File: src/utl_pkg.sv
// Package for the UTF-8 / Latin-1 transcoder: item types, mode codes
// and byte constants. No dependencies.
package utl_pkg;

  typedef enum logic [1:0] {
    MODE_IDENT    = 2'd0,
    MODE_L1_TO_U8 = 2'd1,
    MODE_U8_TO_L1 = 2'd2,
    MODE_RSVD     = 2'd3
  } utl_mode_e;

  localparam logic [7:0] ByteHiBit   = 8'h80;
  localparam logic [7:0] ByteLatinLo = 8'ha0;
  localparam logic [7:0] ByteLead2   = 8'hc0;
  localparam logic [7:0] ByteLeadC2  = 8'hc2;
  localparam logic [7:0] ByteLeadC3  = 8'hc3;
  localparam logic [7:0] ContMask    = 8'h3f;

  typedef struct packed {
    logic [7:0] in_byte;
    logic       end_of_buffer;
  } utl_in_t;

  typedef struct packed {
    logic [7:0] out_byte;
    logic       has_byte;
    logic       status;
    logic       buffer_end;
    logic       last_of_run;
  } utl_out_t;

  typedef struct packed {
    logic lead_pending;
    logic lead_is_c3;
    logic halted;
  } utl_state_t;

  // Decode result for one item: up to two result items and the new state
  typedef struct packed {
    logic [1:0] cnt;
    utl_out_t   res0;
    utl_out_t   res1;
    utl_state_t state;
  } utl_dec_t;

endpackage

File: src/utl_decode.sv
// Combinational decode of one input byte against the held state and mode.
// Depends on utl_pkg.
module utl_decode import utl_pkg::*; (
  input  utl_in_t    item_i,
  input  utl_state_t state_i,
  input  utl_mode_e  mode_i,
  output utl_dec_t   dec_o
);

  logic [7:0] b;
  logic       eob;
  logic       cont_bad;
  logic       err;
  utl_out_t   data0;
  utl_out_t   data1;
  utl_out_t   err_res;

  assign b   = item_i.in_byte;
  assign eob = item_i.end_of_buffer;

  // A continuation must be 10xxxxxx; after C2 it must also decode to 0xA0 or above
  assign cont_bad = ((b & ByteLead2) != ByteHiBit) ||
                    (!state_i.lead_is_c3 && !b[5]);

  assign err_res = '{out_byte: 8'h00, has_byte: 1'b0, status: 1'b1,
                     buffer_end: eob, last_of_run: 1'b1};

  // Classify the item and build its results
  always_comb begin
    dec_o       = '0;
    dec_o.state = state_i;
    err         = 1'b0;
    data0       = '{out_byte: b, has_byte: 1'b1, status: 1'b0,
                    buffer_end: 1'b0, last_of_run: 1'b0};
    data1       = data0;

    if (state_i.halted) begin
      // Drop until end of buffer, then report once
      if (eob) begin
        dec_o.cnt  = 2'd1;
        dec_o.res0 = err_res;
      end
    end else if (state_i.lead_pending) begin
      if (cont_bad) begin
        err = 1'b1;
      end else begin
        data0.out_byte = {1'b0, state_i.lead_is_c3, b[5:0]} | ByteHiBit;
        dec_o.cnt      = 2'd1;
        dec_o.state.lead_pending = 1'b0;
      end
    end else if (mode_i == MODE_IDENT || !b[7]) begin
      dec_o.cnt = 2'd1;
    end else begin
      case (mode_i)
        MODE_L1_TO_U8: begin
          if (b < ByteLatinLo) begin
            err = 1'b1;
          end else begin
            data0.out_byte = ByteLead2 | {6'd0, b[7:6]};
            data1.out_byte = ByteHiBit | (b & ContMask);
            dec_o.cnt      = 2'd2;
          end
        end
        MODE_U8_TO_L1: begin
          if ((b != ByteLeadC2 && b != ByteLeadC3) || eob) begin
            err = 1'b1;
          end else begin
            dec_o.state.lead_pending = 1'b1;
            dec_o.state.lead_is_c3   = (b == ByteLeadC3);
          end
        end
        default: begin
          err = 1'b1;
        end
      endcase
    end

    // Mark the final result of the run
    if (!state_i.halted && !err) begin
      if (dec_o.cnt == 2'd2) begin
        data1.buffer_end  = eob;
        data1.last_of_run = 1'b1;
      end else begin
        data0.buffer_end  = eob;
        data0.last_of_run = 1'b1;
      end
      dec_o.res0 = data0;
      dec_o.res1 = data1;
    end

    // Error: one status result, halt unless at end of buffer
    if (err) begin
      dec_o.cnt                = 2'd1;
      dec_o.res0               = err_res;
      dec_o.state.lead_pending = 1'b0;
      dec_o.state.halted       = !eob;
    end

    // End of buffer clears the held lead and the halt
    if (eob) begin
      dec_o.state.lead_pending = 1'b0;
      dec_o.state.halted       = 1'b0;
    end
  end

endmodule

File: src/utf8_latin1_transcoder_top.sv
// Results pass through the input register, then the result register; the
// result register loads only when the output can take it. Throughput: one item
// per cycle while out_stall_i is low; a Latin-1 byte expanded to two UTF-8 bytes
// holds the input, since the result port carries one byte at a time.
// Reset (rst_ni low, asynchronous): mode identity, no lead held, not halted,
// both item registers empty.
// Top level of the transcoder; depends on utl_pkg and utl_decode.
module utf8_latin1_transcoder_top import utl_pkg::*; (
  input  logic       clk_i,
  input  logic       rst_ni,
  input  logic       in_valid_i,
  output logic       in_stall_o,
  input  utl_in_t    in_item_i,
  output logic       out_valid_o,
  input  logic       out_stall_i,
  output utl_out_t   out_item_o,
  input  logic       cfg_we_i,
  input  logic [1:0] cfg_wdata_i
);

  utl_mode_e  mode_q;
  utl_state_t state_q;
  logic       in_vld_q;
  utl_in_t    in_q;
  logic [1:0] out_cnt_q;
  utl_out_t   res0_q;
  utl_out_t   res1_q;
  utl_dec_t   dec;
  logic       out_take;
  logic       out_free;
  logic       s1_take;
  logic       in_take;

  utl_decode u_decode (
    .item_i  (in_q),
    .state_i (state_q),
    .mode_i  (mode_q),
    .dec_o   (dec)
  );

  // Handshake control
  assign out_valid_o = (out_cnt_q != 2'd0);
  assign out_item_o  = res0_q;
  assign out_take    = out_valid_o && !out_stall_i;
  assign out_free    = (out_cnt_q == 2'd0) || (out_cnt_q == 2'd1 && out_take);
  assign s1_take     = in_vld_q && out_free;
  assign in_stall_o  = in_vld_q && !s1_take;
  assign in_take     = in_valid_i && !in_stall_o;

  // Mode register
  always_ff @(posedge clk_i or negedge rst_ni) begin
    if (!rst_ni) begin
      mode_q <= MODE_IDENT;
    end else if (cfg_we_i) begin
      mode_q <= utl_mode_e'(cfg_wdata_i);
    end
  end

  // Input register and decode state
  always_ff @(posedge clk_i or negedge rst_ni) begin
    if (!rst_ni) begin
      in_vld_q <= 1'b0;
      state_q  <= '0;
    end else begin
      if (s1_take) begin
        state_q <= dec.state;
      end
      if (in_take) begin
        in_vld_q <= 1'b1;
      end else if (s1_take) begin
        in_vld_q <= 1'b0;
      end
    end
  end

  // Hold the input payload
  always_ff @(posedge clk_i) begin
    if (in_take) begin
      in_q <= in_item_i;
    end
  end

  // Result count: load the decoded count, count down on each taken item
  always_ff @(posedge clk_i or negedge rst_ni) begin
    if (!rst_ni) begin
      out_cnt_q <= 2'd0;
    end else if (s1_take) begin
      out_cnt_q <= dec.cnt;
    end else if (out_take) begin
      out_cnt_q <= out_cnt_q - 2'd1;
    end
  end

  // Result payload registers
  always_ff @(posedge clk_i) begin
    if (s1_take) begin
      res0_q <= dec.res0;
      res1_q <= dec.res1;
    end else if (out_take) begin
      res0_q <= res1_q;
    end
  end

endmodule

File: config.mk
export PLATFORM = sky130hd
export DESIGN_NAME = utf8_latin1_transcoder_top
export DESIGN_NICKNAME = d
export VERILOG_FILES = /design/src/utl_pkg.sv /design/src/utl_decode.sv /design/src/utf8_latin1_transcoder_top.sv
export SDC_FILE = /design/constraint.sdc
export NUM_CORES = 1
export LEC_CHECK = 0
export BUFFER_PORTS_ARGS = -buffer_cell sky130_fd_sc_hd__buf_4
export CAP_MARGIN = 20
export CORE_MARGIN = 2
export CORE_UTILIZATION = 35
export CTS_CLUSTER_DIAMETER = 80
export DETAILED_ROUTE_END_ITERATION = 12
export PLACE_DENSITY = 0.53
export RECOVER_POWER = 50
export SLEW_MARGIN = 10
export SYNTH_ARGS = -nofsm -noshare
export SYNTH_HDL_FRONTEND = slang
export SYNTH_SLANG_ARGS = --single-unit
File: constraint.sdc
create_clock -name clk_i -period 2.8 [get_ports clk_i]
set_clock_uncertainty 0.05 [all_clocks]
set_input_delay 0.14 -clock clk_i [delete_from_list [all_inputs] [get_ports clk_i]]
set_output_delay 0.14 -clock clk_i [all_outputs]
set_load 0.005 [all_outputs]
# Yosys cells after proc, flatten, opt, wreduce, memory -nomap -nowiden

Index checks and enable logic that the tools add are counted.

Output and inout bits: 14
Input port bits: 16
Register bits: 41
Word-level logic and storage cells: 110

Equal/unequal tests: 9
Reduce and logical (&&, ||, !) cells: 31
$lt $le $gt $ge: 1
$add $sub $neg: 1
Bitwise gates (word level): 4
Muxes and demuxes: 46

Operators by type and width:

| kind                  | number |
|---|---|
| $mux W8               | 11 |
| $mux W12              | 3 |
| $mux W2               | 13 |
| $mux W24              | 1 |
| $ne A8 B8 Y1 const B  | 2 |
| $mux W1               | 15 |
| $mux W14              | 1 |
| $mux W13              | 1 |
| $logic_not A1 Y1      | 9 |
| $eq A8 B8 Y1 const B  | 1 |
| $logic_and A1 B1 Y1   | 8 |
| $lt A8 B8 Y1 const B  | 1 |
| $reduce_bool A2 Y1    | 4 |
| $reduce_and A2 Y1     | 3 |
| $reduce_and A6 Y1     | 1 |
| $eq A2 B1 Y1 const B  | 2 |
| $eq A2 B2 Y1 const B  | 2 |
| $logic_not A2 Y1      | 2 |
| $logic_or A1 B1 Y1    | 4 |
| $not A1 Y1            | 4 |
| $ne A3 B1 Y1 const B  | 1 |
| $ne A2 B2 Y1 const B  | 1 |
| $pmux W1 S2           | 1 |
| $sub A2 B1 Y2 const B | 1 |

# Logic depth before layout (Yosys ltp)

Depth after elaboration: 13
Depth in mapped cells: 7
Gate-level depth less buffers: 7

# Cells and area by module

Synthesis repeated with hierarchy kept, for this count alone.

Cell total of the unflattened synthesis: 145
Area, all modules: 2070.7 um^2

Modules (own cells, without submodules):

| module                     | area an instance (um^2) | seq. area each (um^2) | cells each | instances |
|---|---|---|---|---|
| utf8_latin1_transcoder_top | 1584.0                  | 1191.1                | 77         | 1 |
| utl_decode                 | 486.7                   | 0.0                   | 68         | 1 |

# Least setup slack after synthesis

OpenSTA, ideal clock, no wires.

Path type: register to register
Start: register out_cnt_q[0]
End: register out_cnt_q[1]
Path buffers: 1
Stages on the path, launching flop included: 7
Slack: 554 ps
Data arrival time: 2057 ps
Path through: dfrtp_1 inv_1 ha_1 clkbuf_1 o21ai_0 a2bb2oi_1 o31ai_1

Word-level cells in the longest chain between the ends: 6
Elaborated cells on any way between the ends: 11
Those cells by class: add/sub (1); eq/ne (1); mux (2); reduce/logical (7)

RTL lines:

| element                                               | RTL line                         | text |
|---|---|---|
| start, declared                                       | utf8_latin1_transcoder_top.sv:25 | `logic [1:0] out_cnt_q;` |
| start signal, assigned                                | utf8_latin1_transcoder_top.sv:88 | `out_cnt_q <= dec.cnt;` |
| start signal, assigned                                | utf8_latin1_transcoder_top.sv:90 | `out_cnt_q <= out_cnt_q - 2'd1;` |
| branches (longest 6 deep; another with $sub A2 B1 Y2) | --                               |  |

Several ways; the timed one is not identified. The select of a mux whose other input is x is not followed.
A chain may end at the register's enable or synchronous reset.

# Worst setup path in the final report

Start: register mode_q[0]
End: register res0_q (netlist bit out_item_o[8]) (data pin)

Word-level cells in the longest chain between the ends: 10
Elaborated cells on any way between the ends: 17
Those cells by class: eq/ne (2); mux (11); reduce/logical (4)

RTL lines:

| element                                           | RTL line                           | text |
|---|---|---|
| start, declared                                   | utf8_latin1_transcoder_top.sv:21   | `utl_mode_e mode_q;` |
| start signal, assigned                            | utf8_latin1_transcoder_top.sv:55   | `mode_q <= utl_mode_e'(cfg_wdata_i);` |
| $eq A2 B2 Y1 (tied with other cells)              | utl_decode.sv:54                   | `case (mode_i)` |
| $pmux W1 S2 or $logic_or A1 B1 Y1 (tied branches) | utl_decode.sv:54, utl_decode.sv:51 |  |
| $mux W1                                           | utl_decode.sv:51                   | `end else if (mode_i == MODE_IDENT \|\| !b[7]) begin` |
| $mux W1                                           | utl_decode.sv:43                   | `end else if (state_i.lead_pending) begin` |
| $mux W1                                           | utl_decode.sv:37                   | `if (state_i.halted) begin` |
| $logic_not A1 Y1                                  | utl_decode.sv:79                   | `if (!state_i.halted && !err) begin` |
| $logic_and A1 B1 Y1                               | utl_decode.sv:79                   |  |
| $mux W24                                          | utl_decode.sv:79                   |  |
| $mux W14 (*)                                      | utl_decode.sv:92                   | `if (err) begin` |
| $mux W12 (*)                                      | utf8_latin1_transcoder_top.sv:96   | `if (s1_take) begin` |
| end signal, assigned                              | utf8_latin1_transcoder_top.sv:97   | `res0_q <= dec.res0;` |
| end signal, assigned                              | utf8_latin1_transcoder_top.sv:100  | `res0_q <= res1_q;` |
| end, declared                                     | utf8_latin1_transcoder_top.sv:26   | `utl_out_t res0_q;` |

Mark *: on every way between the ends. The rest lies on a longest branch, timed or not.

==> results.md <==
* Crit. End Element: flop
* Number of synthesized flops with an enable pin at 32
* Async set-reset flop share out of synthesis at 0.200
* Worst hold start: cfg_wdata_i[1]
* Library cells used by synthesis at 41
* Fin crit share at 0.797
* Pre-antenna DRT Iters at 4
* Highest Clock Rate at approximately 0.45 GHz
* Worst R2R Setup Slack at between 500 and 600 ps
* Clk slew on worst S/H paths at ~80 ps
* CTS buffer count at 5
* Fin. Hold Viols at 0
* Number of H-tree levels at 2
* Vias in the first global route at ~1,300
* Pwr dens at 937 nW/µm²
* Drt drc at 0
* Final layout net count at between 200 and 250
* Hold WC Path Type: primary input to flop
* WL met3 at 179 µm
* Final HPWL DP at approximately 2700 µm
* Total grt overflow at 0
* Total Die Area at 6200 µm²
* Die Height at between 70 and 80 µm
* Routed Antenna Nets at 0
* Avg Cell Area, Syn at 12.1 µm²
* Actual slew at the worst max-slew pin at about 700 ps
* Slew margin rel. at 0.532
* GRT Util Overall at 0.132
* Internal at approximately 1.5 mW
* Post-route insts no fill at ~280
* Run status: finished, final reports clean
* GP Congestion at 0.834
* Placed instance count at 258
* Post-layout minimum cycle time at 2230 ps
* Wire per inst at approximately 13 µm
* Met2 Wirelength at around 1800 µm
* Largest area contributor in the netlist: edfxtp_1
* Reg2Reg Capture Point: out_item_o[8]
* FP Rows at 27
* Setup violators final at 0
* Mapped Nets at roughly 180
* DR vias/cell at roughly 4.9
* Clk buf depth at 2
* Crit path max fanout at 17
* Critical setup path kind: flop to flop
* Peak supply drop at roughly 0.00043 V
* Synth top area share at 0.492
* Most common cell after layout, fill and taps aside: edfxtp_1
* WHS at between 10 and 15 ps
* Metal-1 WL at approximately 1700 µm
* Synth warn at 0
* Ranking of synthesized cells by area: edfxtp_1, dfrtp_1, ha_1
* Max Cap Violations at 0
* CTS tree: done
* RSZ-0062 raised after global routing: false
* Fin. max-slew vios at 0
* CP Launch Type: flop
* Setup TNS at 0 ps
* Multi-input logic area at around 700 µm²
* # diodes at 0
* Post-synthesis register bit count at 40
* Clock latency on the worst-skew pair at 290 ps
* Global-route wire length before repair at 6250 µm
* CORE AREA at between 5000 and 6000 µm²
* Final Routed Wirelength at 3760 µm
* Area of the mapped netlist at about 2000 µm²
* IO Pins at 30
* Largest net degree at the start of global routing at 22
* Seq pwr share at 0.464
* WP data required at 2830 ps
* Fillcell total at 509
* Detailed Route Iter0 Violations at 58
* Hold EP: mode_q[1]
* Primary FF master, synth: edfxtp_1
* NetSw at approximately 0.78 mW
* DR vias at roughly 1,400
* Port bufs at 29
* Initial core utilization at 0.359
* Synthesized netlist cell count at 161
* Most frequent cells in the layout: edfxtp_1, clkbuf_4, nand2_1, inv_1, dlygate4sd3_1
* Worst r2r path cells at 6
* Lkg Pwr at just under 1 nW
* Clock share of power at 0.161
* Sw frac at 0.340
* Top sig layer: met4
* Post-route cell area at approximately 2400 µm²
* CP Data Arrival Time at around 2300 ps
* Hold Crit Depth at 3
* Post_cts resized at 0
* CTS sink count at 40
* Sequential cell area at 1160 µm²
* Root buf cell: clkbuf_8
* Part of the Yosys area used for sequential elements at 0.594
* Area growth, synth to finish at 25.0%
* Post-DP Area at about 2200 µm²
* Fraction of layout cells with a size suffix above 1 at 0.203
* Initial antenna violation count at 0
* Tot Pwr at 2.29 mW
* Die Wd at around 79 µm
* Worst r2r src: mode_q[0]
* Comb pwr share at 0.374
cells in the mapped netlist (2+ instances only):
cell type / count
edfxtp_1: 32
nand2_1: 15
inv_1: 14
nor2_1: 9
o21ai_0: 9
dfrtp_1: 8
ha_1: 5
nor3_1: 5
o41ai_1: 5
a21oi_1: 4
clkbuf_1: 4
nand3_1: 4
and2b_1: 3
nand2b_1: 3
o211ai_1: 3
o31ai_1: 3
a21boi_0: 2
a2bb2oi_1: 2
and2_1: 2
buf_6: 2
mux2i_1: 2
nor2b_1: 2
nor3b_1: 2
o311ai_0: 2
o31a_1: 2
o31ai_2: 2
repair_timing:
action / CTS / global route
hold endpoints to repair: 20 / 0
hold buffers: 13 / 0
buffers inserted: 0 / 0
metal layers:
layer / vias up / global-route usage
met5: - / 0
met4: 0 / 0.0491
met3: 5 / 0.0341
met2: 42 / 0.224
met1: 636 / 0.163
li1: 684 / -
cells by family (layout without fill, tap and decap cells):
logic type / count (synthesis) / count (layout) / synth area share
AO/OA/AOI/OAI: 40 / 40 / 0.162
adder cells (fa/ha/maj): 5 / 5 / 0.0320
buffers and inverters: 20 / 66 / 0.0461
flip-flops: 40 / 40 / 0.594
multiplexers: 2 / 2 / 0.0102
AND/OR/NAND/NOR: 54 / 54 / 0.156
power groups by stage:
stage	logic [mW]	clock network, mW	registers (mW)
after global routing	0.954	0.404	1.09
after floorplan	0.543	0	1.06
after detailed placement	0.870	0	1.08
after global placement	0.849	0	1.07
final	0.857	0.369	1.06
after CTS	0.890	0.382	1.07
critical path: stages (launching register included):
cell	delay (ps)
dfrtp_1	380
inv_1	110
ha_1	180
and3b_1	210
a21boi_2	190
o32a_4	480
o41ai_1	410
flip-flops by register name (all words and copies together) (netlist names):
| register | cells |
|---|---|
| res1_q | 11 |
| out_cnt_q | 2 |
| mode_q | 2 |
| in_vld_q | 1 |
| in_q | 9 |
| out_item_o | 12 |
| state_q | 3 |
how the worst max path moves through the flow:
stage	from	endpoint	slack, ps	depth (start not counted)
floorplan	out_cnt_q[0]	out_cnt_q[1]	550	6
global placement	mode_q[0]	out_item_o[9]	690	6
detailed placement	mode_q[0]	out_item_o[8]	570	6
CTS	mode_q[0]	out_item_o[8]	540	6
global route	mode_q[0]	out_item_o[8]	420	6
finish	mode_q[0]	out_item_o[8]	570	6
area by class of cell:
class                      instances  area share
clock buffer                       6      0.0297
clock inverter                     2     0.00512
inverter                          14      0.0215
multi-input combinational        101       0.288
sequential                        40       0.475
tap                               72      0.0369
timing repair buffer              44       0.144
stage by stage:
step,util,setup slack [ps]
2_1_floorplan,-,554
3_3_place_gp,0.412,690
3_5_place_dp,0.412,574
4_1_cts,0.451,545
5_1_grt,0.449,422
6_report,0.449,568
(Power assumes the default switching activity.)
